--- config.mk ---
export PLATFORM = sky130hd
export DESIGN_NAME = channel_bd_id_allocator_flat
export DESIGN_NICKNAME = d
export VERILOG_FILES = /design/src/rtl/bdalloc_pkg.sv /design/src/rtl/bdalloc_ifs.sv /design/src/rtl/channel_bd_id_allocator.sv /design/src/rtl/bdalloc_ctrl.sv /design/src/rtl/bdalloc_dp.sv /design/src/flat_wrapper.sv
export SDC_FILE = /design/constraint.sdc
export NUM_CORES = 1
export LEC_CHECK = 0
export ABC_CLOCK_PERIOD_IN_PS = 3500
export BUFFER_PORTS_ARGS = -buffer_cell sky130_fd_sc_hd__buf_2
export CORE_AREA = 2 2 119 121
export CTS_CLUSTER_SIZE = 10
export DETAILED_ROUTE_END_ITERATION = 12
export DIE_AREA = 0 0 121 123
export PLACE_DENSITY = 0.73
export REMOVE_ABC_BUFFERS = 1
export SLEW_MARGIN = 20
export SYNTH_ARGS = -nofsm -noshare
export SYNTH_HDL_FRONTEND = slang
export SYNTH_SLANG_ARGS = --single-unit
--- constraint.sdc ---
create_clock -name clk -period 3.5 [get_ports clk]
set_input_delay 0.175 -clock clk [delete_from_list [all_inputs] [get_ports clk]]
set_output_delay 0.175 -clock clk [all_outputs]
set_load 0.1 [all_outputs]
--- src/rtl/bdalloc_pkg.sv ---
// bdalloc_pkg: shared constants, command and state codes, control structs
`default_nettype none

package bdalloc_pkg;

	localparam int NUM_IDS_DEF      = 16;
	localparam int NUM_CHANNELS_DEF = 4;
	localparam int NUM_REGS         = 4;
	localparam int MASK_W           = 16;
	localparam int CMD_W            = 2;
	localparam int CHAN_W           = 2;
	localparam int CNT_W            = 5;
	localparam int BD_ID_W          = 4;
	localparam int CFG_IDX_W        = 2;

	typedef enum logic [CMD_W-1:0] {
		CMD_SMALLEST = 2'd0,
		CMD_INCR     = 2'd1,
		CMD_RUN      = 2'd2
	} bdalloc_cmd_t;

	typedef enum logic [1:0] {
		ST_IDLE,
		ST_SCAN,
		ST_EMIT
	} bdalloc_state_t;

	typedef struct packed {
		logic load;
		logic step;
		logic emit;
	} bdalloc_ctl_t;

	typedef struct packed {
		logic scan_end;
		logic out_free;
		logic emit_last;
	} bdalloc_stat_t;

endpackage

`default_nettype wire

--- src/rtl/bdalloc_ifs.sv ---
// bdalloc_ifs: request, result and configuration channel interfaces
`default_nettype none

interface bdalloc_req_if import bdalloc_pkg::*; ();
	logic              valid;
	logic              ready;
	logic [CMD_W-1:0]  command;
	logic [CHAN_W-1:0] channel;
	logic [CNT_W-1:0]  count;

	modport source (output valid, command, channel, count, input ready);
	modport sink   (input valid, command, channel, count, output ready);
endinterface

interface bdalloc_rsp_if import bdalloc_pkg::*; ();
	logic               valid;
	logic               ready;
	logic               found;
	logic [BD_ID_W-1:0] bd_id;
	logic               last;

	modport source (output valid, found, bd_id, last, input ready);
	modport sink   (input valid, found, bd_id, last, output ready);
endinterface

interface bdalloc_cfg_if import bdalloc_pkg::*; ();
	logic                 valid;
	logic                 ready;
	logic [CFG_IDX_W-1:0] index;
	logic [MASK_W-1:0]    data;

	modport source (output valid, index, data, input ready);
	modport sink   (input valid, index, data, output ready);
endinterface

`default_nettype wire

--- src/rtl/channel_bd_id_allocator.sv ---
// channel_bd_id_allocator: per-channel descriptor id allocator, top level
// the first result enters the output register after the id scan, which visits one id per cycle
// over min(NUM_IDS,16) ids; results then follow one a cycle unless the output is held
// n results (1..16) per request; a new request waits until the last result is emitted
// the next request is taken while the final result still waits in the output register
// reset: masks, assigned bitmap and last assigned id cleared, no result pending
`default_nettype none

module channel_bd_id_allocator import bdalloc_pkg::*; #(
	parameter int NUM_IDS      = NUM_IDS_DEF,
	parameter int NUM_CHANNELS = NUM_CHANNELS_DEF
) (
	input  logic          clk,
	input  logic          arst_n,
	bdalloc_req_if.sink   req,
	bdalloc_rsp_if.source rsp,
	bdalloc_cfg_if.sink   cfg
);

	bdalloc_ctl_t  ctl;
	bdalloc_stat_t stat;

	assign cfg.ready = 1'b1;

	bdalloc_ctrl u_ctrl (
		.clk       (clk),
		.arst_n    (arst_n),
		.req_valid (req.valid),
		.req_ready (req.ready),
		.stat      (stat),
		.ctl       (ctl)
	);

	bdalloc_dp #(
		.NUM_IDS      (NUM_IDS),
		.NUM_CHANNELS (NUM_CHANNELS)
	) u_dp (
		.clk         (clk),
		.arst_n      (arst_n),
		.ctl         (ctl),
		.stat        (stat),
		.req_command (req.command),
		.req_channel (req.channel),
		.req_count   (req.count),
		.cfg_we      (cfg.valid),
		.cfg_index   (cfg.index),
		.cfg_data    (cfg.data),
		.rsp_valid   (rsp.valid),
		.rsp_ready   (rsp.ready),
		.rsp_found   (rsp.found),
		.rsp_bd_id   (rsp.bd_id),
		.rsp_last    (rsp.last)
	);

endmodule

`default_nettype wire

--- src/rtl/bdalloc_ctrl.sv ---
// bdalloc_ctrl: request sequencer, idle / scan / emit state machine
`default_nettype none

module bdalloc_ctrl import bdalloc_pkg::*; (
	input  logic          clk,
	input  logic          arst_n,
	input  logic          req_valid,
	output logic          req_ready,
	input  bdalloc_stat_t stat,
	output bdalloc_ctl_t  ctl
);

	bdalloc_state_t state_q;
	bdalloc_state_t state_d;

	always_ff @(posedge clk or negedge arst_n) begin
		if (!arst_n) begin
			state_q <= ST_IDLE;
		end else begin
			state_q <= state_d;
		end
	end

	always_comb begin
		state_d = state_q;
		case (state_q)
			ST_IDLE: begin
				if (req_valid) begin
					state_d = ST_SCAN;
				end
			end
			ST_SCAN: begin
				if (stat.scan_end) begin
					state_d = ST_EMIT;
				end
			end
			ST_EMIT: begin
				if (stat.out_free && stat.emit_last) begin
					state_d = ST_IDLE;
				end
			end
			default: begin
				state_d = ST_IDLE;
			end
		endcase
	end

	always_comb begin
		req_ready = 1'b0;
		ctl       = '0;
		case (state_q)
			ST_IDLE: begin
				req_ready = 1'b1;
				ctl.load  = req_valid;
			end
			ST_SCAN: begin
				ctl.step = 1'b1;
			end
			ST_EMIT: begin
				ctl.emit = stat.out_free;
			end
			default: begin
				req_ready = 1'b0;
			end
		endcase
	end

endmodule

`default_nettype wire

--- src/rtl/bdalloc_dp.sv ---
// bdalloc_dp: masks, assigned bitmap, id scan and result register
`default_nettype none

module bdalloc_dp import bdalloc_pkg::*; #(
	parameter int NUM_IDS      = NUM_IDS_DEF,
	parameter int NUM_CHANNELS = NUM_CHANNELS_DEF
) (
	input  logic                 clk,
	input  logic                 arst_n,
	input  bdalloc_ctl_t         ctl,
	output bdalloc_stat_t        stat,
	input  logic [CMD_W-1:0]     req_command,
	input  logic [CHAN_W-1:0]    req_channel,
	input  logic [CNT_W-1:0]     req_count,
	input  logic                 cfg_we,
	input  logic [CFG_IDX_W-1:0] cfg_index,
	input  logic [MASK_W-1:0]    cfg_data,
	output logic                 rsp_valid,
	input  logic                 rsp_ready,
	output logic                 rsp_found,
	output logic [BD_ID_W-1:0]   rsp_bd_id,
	output logic                 rsp_last
);

	localparam int SCAN_N = (NUM_IDS < MASK_W) ? NUM_IDS : MASK_W;
	localparam int IDX_W  = $clog2(SCAN_N);
	localparam int LEN_W  = $clog2(SCAN_N + 1);

	logic [MASK_W-1:0]  mask_q [NUM_REGS];
	logic [SCAN_N-1:0]  assigned_map_q;
	logic [BD_ID_W-1:0] last_assigned_q;

	bdalloc_cmd_t       cmd_q;
	logic [CNT_W-1:0]   count_q;
	logic [SCAN_N-1:0]  avail_q;
	logic [IDX_W-1:0]   idx_q;
	logic               any_v_q;
	logic [IDX_W-1:0]   any_id_q;
	logic               abv_v_q;
	logic [IDX_W-1:0]   abv_id_q;
	logic [LEN_W-1:0]   cur_len_q;
	logic [IDX_W-1:0]   cur_start_q;
	logic [LEN_W-1:0]   best_len_q;
	logic [IDX_W-1:0]   best_start_q;
	logic               stop_q;
	logic [CNT_W-1:0]   k_q;

	logic               rsp_valid_q;
	logic               rsp_found_q;
	logic [BD_ID_W-1:0] rsp_id_q;
	logic               rsp_last_q;

	logic [MASK_W-1:0]  chan_mask;
	logic               chan_ok;
	logic [SCAN_N-1:0]  avail_d;
	logic               scan_bit;
	logic               above;

	logic [IDX_W-1:0]   run_start;
	logic [LEN_W-1:0]   len_inc;
	logic [LEN_W-1:0]   cur_len_d;
	logic [IDX_W-1:0]   cur_start_d;
	logic [LEN_W-1:0]   best_len_d;
	logic [IDX_W-1:0]   best_start_d;
	logic               stop_d;

	logic [CNT_W-1:0]   best_cnt;
	logic [CNT_W-1:0]   run_n;
	logic               sel_found;
	logic [IDX_W-1:0]   sel_start;
	logic [CNT_W-1:0]   sel_n;
	logic [CNT_W-1:0]   emit_n;
	logic [IDX_W-1:0]   emit_idx;
	logic               emit_last;

	// channel mask and free ids at request transfer
	assign chan_mask = mask_q[req_channel];
	assign chan_ok   = 32'(req_channel) < NUM_CHANNELS;
	assign avail_d   = chan_ok ? (chan_mask[SCAN_N-1:0] & ~assigned_map_q) : '0;

	assign scan_bit = avail_q[idx_q];
	assign above    = BD_ID_W'(idx_q) > last_assigned_q;

	// run tracking for the consecutive command
	always_comb begin
		run_start    = (cur_len_q == '0) ? idx_q : cur_start_q;
		len_inc      = cur_len_q + LEN_W'(1);
		cur_len_d    = cur_len_q;
		cur_start_d  = cur_start_q;
		best_len_d   = best_len_q;
		best_start_d = best_start_q;
		stop_d       = stop_q;
		if (!stop_q) begin
			if (scan_bit) begin
				cur_len_d   = len_inc;
				cur_start_d = run_start;
				if (len_inc > best_len_q) begin
					best_len_d   = len_inc;
					best_start_d = run_start;
				end
				stop_d = CNT_W'(best_len_d) >= count_q;
			end else begin
				cur_len_d = '0;
			end
		end
	end

	// result selection
	assign best_cnt = CNT_W'(best_len_q);
	assign run_n    = (best_cnt < count_q) ? best_cnt : count_q;

	always_comb begin
		sel_found = 1'b0;
		sel_start = '0;
		sel_n     = CNT_W'(1);
		case (cmd_q)
			CMD_SMALLEST: begin
				sel_found = any_v_q;
				sel_start = any_id_q;
			end
			CMD_INCR: begin
				sel_found = any_v_q;
				sel_start = abv_v_q ? abv_id_q : any_id_q;
			end
			CMD_RUN: begin
				sel_found = run_n != '0;
				sel_start = best_start_q;
				sel_n     = run_n;
			end
			default: begin
				sel_found = 1'b0;
			end
		endcase
	end

	assign emit_n    = sel_found ? sel_n : CNT_W'(1);
	assign emit_idx  = IDX_W'(CNT_W'(sel_start) + k_q);
	assign emit_last = (k_q + CNT_W'(1)) == emit_n;

	assign stat.scan_end  = idx_q == IDX_W'(SCAN_N - 1);
	assign stat.out_free  = !rsp_valid_q || rsp_ready;
	assign stat.emit_last = emit_last;

	// configuration registers
	always_ff @(posedge clk or negedge arst_n) begin
		if (!arst_n) begin
			for (int r = 0; r < NUM_REGS; r++) begin
				mask_q[r] <= '0;
			end
		end else if (cfg_we) begin
			mask_q[cfg_index] <= cfg_data;
		end
	end

	// allocation state
	always_ff @(posedge clk or negedge arst_n) begin
		if (!arst_n) begin
			assigned_map_q  <= '0;
			last_assigned_q <= '0;
		end else if (ctl.emit && sel_found) begin
			assigned_map_q[emit_idx] <= 1'b1;
			last_assigned_q          <= BD_ID_W'(emit_idx);
		end
	end

	// scan registers
	always_ff @(posedge clk or negedge arst_n) begin
		if (!arst_n) begin
			cmd_q        <= CMD_SMALLEST;
			count_q      <= '0;
			avail_q      <= '0;
			idx_q        <= '0;
			any_v_q      <= 1'b0;
			any_id_q     <= '0;
			abv_v_q      <= 1'b0;
			abv_id_q     <= '0;
			cur_len_q    <= '0;
			cur_start_q  <= '0;
			best_len_q   <= '0;
			best_start_q <= '0;
			stop_q       <= 1'b0;
			k_q          <= '0;
		end else begin
			if (ctl.load) begin
				cmd_q        <= bdalloc_cmd_t'(req_command);
				count_q      <= req_count;
				avail_q      <= avail_d;
				idx_q        <= '0;
				any_v_q      <= 1'b0;
				abv_v_q      <= 1'b0;
				cur_len_q    <= '0;
				best_len_q   <= '0;
				best_start_q <= '0;
				stop_q       <= 1'b0;
				k_q          <= '0;
			end else if (ctl.step) begin
				idx_q        <= idx_q + IDX_W'(1);
				cur_len_q    <= cur_len_d;
				cur_start_q  <= cur_start_d;
				best_len_q   <= best_len_d;
				best_start_q <= best_start_d;
				stop_q       <= stop_d;
				if (scan_bit && !any_v_q) begin
					any_v_q  <= 1'b1;
					any_id_q <= idx_q;
				end
				if (scan_bit && above && !abv_v_q) begin
					abv_v_q  <= 1'b1;
					abv_id_q <= idx_q;
				end
			end
			if (ctl.emit) begin
				k_q <= k_q + CNT_W'(1);
			end
		end
	end

	// result register
	always_ff @(posedge clk or negedge arst_n) begin
		if (!arst_n) begin
			rsp_valid_q <= 1'b0;
		end else if (ctl.emit) begin
			rsp_valid_q <= 1'b1;
		end else if (rsp_ready) begin
			rsp_valid_q <= 1'b0;
		end
	end

	always_ff @(posedge clk) begin
		if (ctl.emit) begin
			rsp_found_q <= sel_found;
			rsp_id_q    <= sel_found ? BD_ID_W'(emit_idx) : '0;
			rsp_last_q  <= emit_last;
		end
	end

	assign rsp_valid = rsp_valid_q;
	assign rsp_found = rsp_found_q;
	assign rsp_bd_id = rsp_id_q;
	assign rsp_last  = rsp_last_q;

	a_emit_no_overwrite: assert property (@(posedge clk) disable iff (!arst_n)
		ctl.emit |-> (!rsp_valid_q || rsp_ready))
		else $error("result register overwritten before transfer");

	a_emit_free_id: assert property (@(posedge clk) disable iff (!arst_n)
		(ctl.emit && sel_found) |-> !assigned_map_q[emit_idx])
		else $error("id assigned twice");

	a_last_tracks: assert property (@(posedge clk) disable iff (!arst_n)
		(ctl.emit && sel_found) |=> last_assigned_q == $past(BD_ID_W'(emit_idx)))
		else $error("last assigned id not updated");

	a_scan_only_in_scan: assert property (@(posedge clk) disable iff (!arst_n)
		ctl.emit |-> !(ctl.load || ctl.step))
		else $error("emit overlaps load or scan step");

endmodule

`default_nettype wire
--- src/flat_wrapper.sv ---
// flat-port wrapper written by rule: the top's interface ports become plain ports
module channel_bd_id_allocator_flat import bdalloc_pkg::*;
#(
	parameter int NUM_IDS      = NUM_IDS_DEF,
	parameter int NUM_CHANNELS = NUM_CHANNELS_DEF
)
  (clk, arst_n, req_valid, req_command, req_channel, req_count, req_ready, rsp_valid, rsp_found, rsp_bd_id, rsp_last, rsp_ready, cfg_valid, cfg_index, cfg_data, cfg_ready);
  bdalloc_req_if req_i ();
  bdalloc_rsp_if rsp_i ();
  bdalloc_cfg_if cfg_i ();
  input  logic clk;
  input  logic arst_n;
  input wire logic [$bits(req_i.valid)-1:0] req_valid;
  input wire logic [$bits(req_i.command)-1:0] req_command;
  input wire logic [$bits(req_i.channel)-1:0] req_channel;
  input wire logic [$bits(req_i.count)-1:0] req_count;
  output wire logic [$bits(req_i.ready)-1:0] req_ready;
  output wire logic [$bits(rsp_i.valid)-1:0] rsp_valid;
  output wire logic [$bits(rsp_i.found)-1:0] rsp_found;
  output wire logic [$bits(rsp_i.bd_id)-1:0] rsp_bd_id;
  output wire logic [$bits(rsp_i.last)-1:0] rsp_last;
  input wire logic [$bits(rsp_i.ready)-1:0] rsp_ready;
  input wire logic [$bits(cfg_i.valid)-1:0] cfg_valid;
  input wire logic [$bits(cfg_i.index)-1:0] cfg_index;
  input wire logic [$bits(cfg_i.data)-1:0] cfg_data;
  output wire logic [$bits(cfg_i.ready)-1:0] cfg_ready;
  assign req_i.valid = req_valid;
  assign req_i.command = req_command;
  assign req_i.channel = req_channel;
  assign req_i.count = req_count;
  assign req_ready = req_i.ready;
  assign rsp_valid = rsp_i.valid;
  assign rsp_found = rsp_i.found;
  assign rsp_bd_id = rsp_i.bd_id;
  assign rsp_last = rsp_i.last;
  assign rsp_i.ready = rsp_ready;
  assign cfg_i.valid = cfg_valid;
  assign cfg_i.index = cfg_index;
  assign cfg_i.data = cfg_data;
  assign cfg_ready = cfg_i.ready;
  channel_bd_id_allocator #(.NUM_IDS(NUM_IDS), .NUM_CHANNELS(NUM_CHANNELS)) u_core (.clk(clk), .arst_n(arst_n), .req(req_i), .rsp(rsp_i), .cfg(cfg_i));
endmodule
==> out/qor.txt <==
outcome = complete, no violations
# nets final = 723
vias in the first global route = 5157
Post-synth EDFFs = 6
Hold Fails Final Rpt = 0
post-synth top area share = 49.4%
mapped cell area = 7500 um^2
antenna diode count = 0
Syn Area/Cell = 12.2 um^2
DIE WIDTH = 121 um
Max-slew headroom = 34.2%
setup TNS = 0 ps
Vias per Instance = 5.78
Pwr Density = 774 nW/um^2
fraction of registers with async set/reset = 96.1%
wire length per cell = 18.2 um
count of cell types in the netlist = 54
R2R Path Start = u_core.u_dp.cur_len_q[0]
routability congestion estimate = 0.893
most common cell in the synthesized netlist = dfrtp_1
dpl hpwl = 10.6 mm
Final Setup Violations = 0
CTS clock-pin slew for the worst setup and hold paths = 70 ps
Least-Margin Pin Slew = 985 ps
ys flop type = dfrtp_1
total grt overflow = 0
Die Ht = 123 um
Top-Level Pins = 41
CTS tree = yes
DRC = 0
gr usage total = 22.5%
WP data arrival = 3520 ps
Iter 0 DRT Violations = 312
drt total wl = 15.6 mm
Max Slew Vio Count = 0
critical path startpoint category = flip-flop
fmax = 311 MHz
DR pass1 iterations = 4
Final Skew = 11.8 ps
top cells by count, synth = dfrtp_1, mux2_2, nand2_1, nor2_1, o21ai_0
fillcell total = 1016
Die ar. = 14900 um^2
first-pass GRT wire length = 25.6 mm
Max-Cap Viols = 0
static leakage = 0.00398 uW
total power = 6610 uW
Area growth, synth to finish = 13.8%
crit path launch = u_core.u_dp.cur_len_q[0]
Hold Path Origin = cfg_data[0]
CP required = 3810 ps
Seq cells post-synth = 154
area leader, netlist = dfrtp_1
post-route ant nets = 0
busiest grt layer = met2
core area = 13600 um^2
largest net degree at the start of global routing = 87
row cnt = 43
met1 Resource Use GR = 28.1%
CTS buffer count = 17
# clock sinks = 154
M3 GR Usage = 4.89%
via count = 4955
ranking of synthesized cells by area = dfrtp_1, mux2_2, mux4_2
worst skew pair latency = 420 ps
CP Capture Type = flip-flop
Final Core Density = 62.7%
fin crit share = 91.8%
Clock Path Buffers = 2
PortBufs = 39
yosys warns = 0
Hold Path Class = in2reg
post-synthesis sequential area ratio = 51.8%
post-synthesis cell count = 613
CP Max Fanout = 6
met2 usage = 39.2%
crit path time final = 3210 ps
root buf cell = clkbuf_16
Final Worst Setup Slack = 288 ps
proportion of layout cells with a drive suffix above 1 = 28.8%
CTS H-tree depth = 4
VDD IR-drop max = 0.000411 V
initial core utilization = 55.1%
pre-CTS setup slack = 4.83 ps
initial antenna violation count = 0
WS Path Type = reg2reg
==> placed cells by master (no fill, tap or decap), types with 9 or more instances in the layout <==
| cell type | instances |
|---|---|
| a21o_1 | 13 |
| a22o_1 | 19 |
| buf_2 | 38 |
| buf_4 | 16 |
| clkbuf_16 | 17 |
| dfrtp_1 | 147 |
| ha_1 | 25 |
| inv_1 | 24 |
| mux2_2 | 78 |
| mux2i_1 | 17 |
| mux4_2 | 21 |
| nand2_1 | 47 |
| nand3_1 | 11 |
| nor2_1 | 33 |
| nor2b_1 | 12 |
| nor3_1 | 9 |
| o21ai_0 | 27 |
==> power by group <==
group	internal, uW	switching, uW	leakage [uW]	total [uW]
logic	1140	1250	0.00182	2390
clock network	914	744	0.000252	1660
registers	2230	336	0.00191	2570
==> metal layers <==
metal / vias to the layer above / share of wire [%]
met1: 2513 / 44
met5: - / 0
met3: 13 / 4.3
met2: 111 / 51
li1: 2318 / -
met4: 0 / 0.90
==> path summary, 6_finish.rpt <==
check                                                end  slack, ps  depth (start not counted)
setup / recovery                      u_core.u_dp.stop_q        290                         16
hold / removal                    u_core.u_dp.mask_q[16]         30                          2
setup reg to reg                      u_core.u_dp.stop_q        290                         16
hold reg to reg            u_core.u_dp.assigned_map_q[7]        460                          1
max in group asynchronous       u_core.u_dp.cur_len_q[0]       2130                          3
min in group asynchronous        u_core.u_dp.abv_id_q[3]        370                          2
==> sequential cells by signal, indices dropped and copies added, names as in the netlist, 2 cells and up <==
name,flops
u_core.u_dp.avail_q,16
u_core.u_dp.abv_id_q,4
u_core.u_dp.any_id_q,4
u_core.u_dp.cur_len_q,5
u_core.u_dp.best_cnt,5
u_core.u_dp.k_q,5
u_core.u_dp.idx_q,4
u_core.u_dp.cur_start_q,4
u_core.u_dp.assigned_map_q,16
u_core.u_dp.best_start_q,4
u_core.u_ctrl.state_q,2
u_core.u_dp.rsp_bd_id,4
u_core.u_dp.count_q,5
u_core.u_dp.cmd_q,2
u_core.u_dp.mask_q,64
u_core.u_dp.last_assigned_q,4
==> layout make-up <==
cell class                 count  area, um^2  share of cell area (%)
tap                          180         225                    2.64
clock buffer                  20         437                    5.11
sequential                   154        3880                    45.5
clock inverter                12        91.3                    1.07
timing repair buffer          63         402                    4.70
inverter                      24        90.1                    1.05
multi-input combinational    405        3410                    39.9
==> metrics by stage <==
step	hold slack (ps)	cells	area [um^2]
final	25.2	858	8540
after floorplan	-121	583	7370
after global routing	21.3	858	8540
after global placement	273	816	7900
after detailed placement	294	816	7900
after CTS	10.5	856	8520
==> critical path, stage by stage (launching register included) <==
cell	delay, ps
dfrtp_2	400
inv_1	60
ha_1	330
ha_1	290
nor2b_1	120
o21a_1	120
o21a_1	110
o21ai_1	70
a22oi_2	260
buf_4	170
mux2_2	340
ha_1	260
nor2b_1	120
o21ai_0	150
nand2b_1	70
a21oi_1	140
o21ai_0	80
==> cell families (layout without fill, tap and decap cells) <==
kind of cell | count (synthesis) | after routing | share of synthesized area, %
xor gates and xnor gates | 13 | 13 | 1.52
DFF | 154 | 154 | 51.8
AOI/OAI and AO/OA | 103 | 103 | 9.44
other | 1 | 1 | 0.0500
muxes | 116 | 116 | 20.3
and+or+nand+nor | 146 | 146 | 9.50
adders and majority gates | 26 | 26 | 4.44
buffers and inverters | 54 | 119 | 3.02
==> what timing repair did <==
item | 4_1_cts | 5_1_grt
buffers inserted | 0 | 2
resized for setup | 1 | 3
gates cloned | 0 | 0
endpoints found under the setup margin | 1 | 1
hold buffers | 8 | 0
hold endpoints to repair | 91 | 0
pin swaps | 0 | 1
Power figures use the tool's default switching activity.
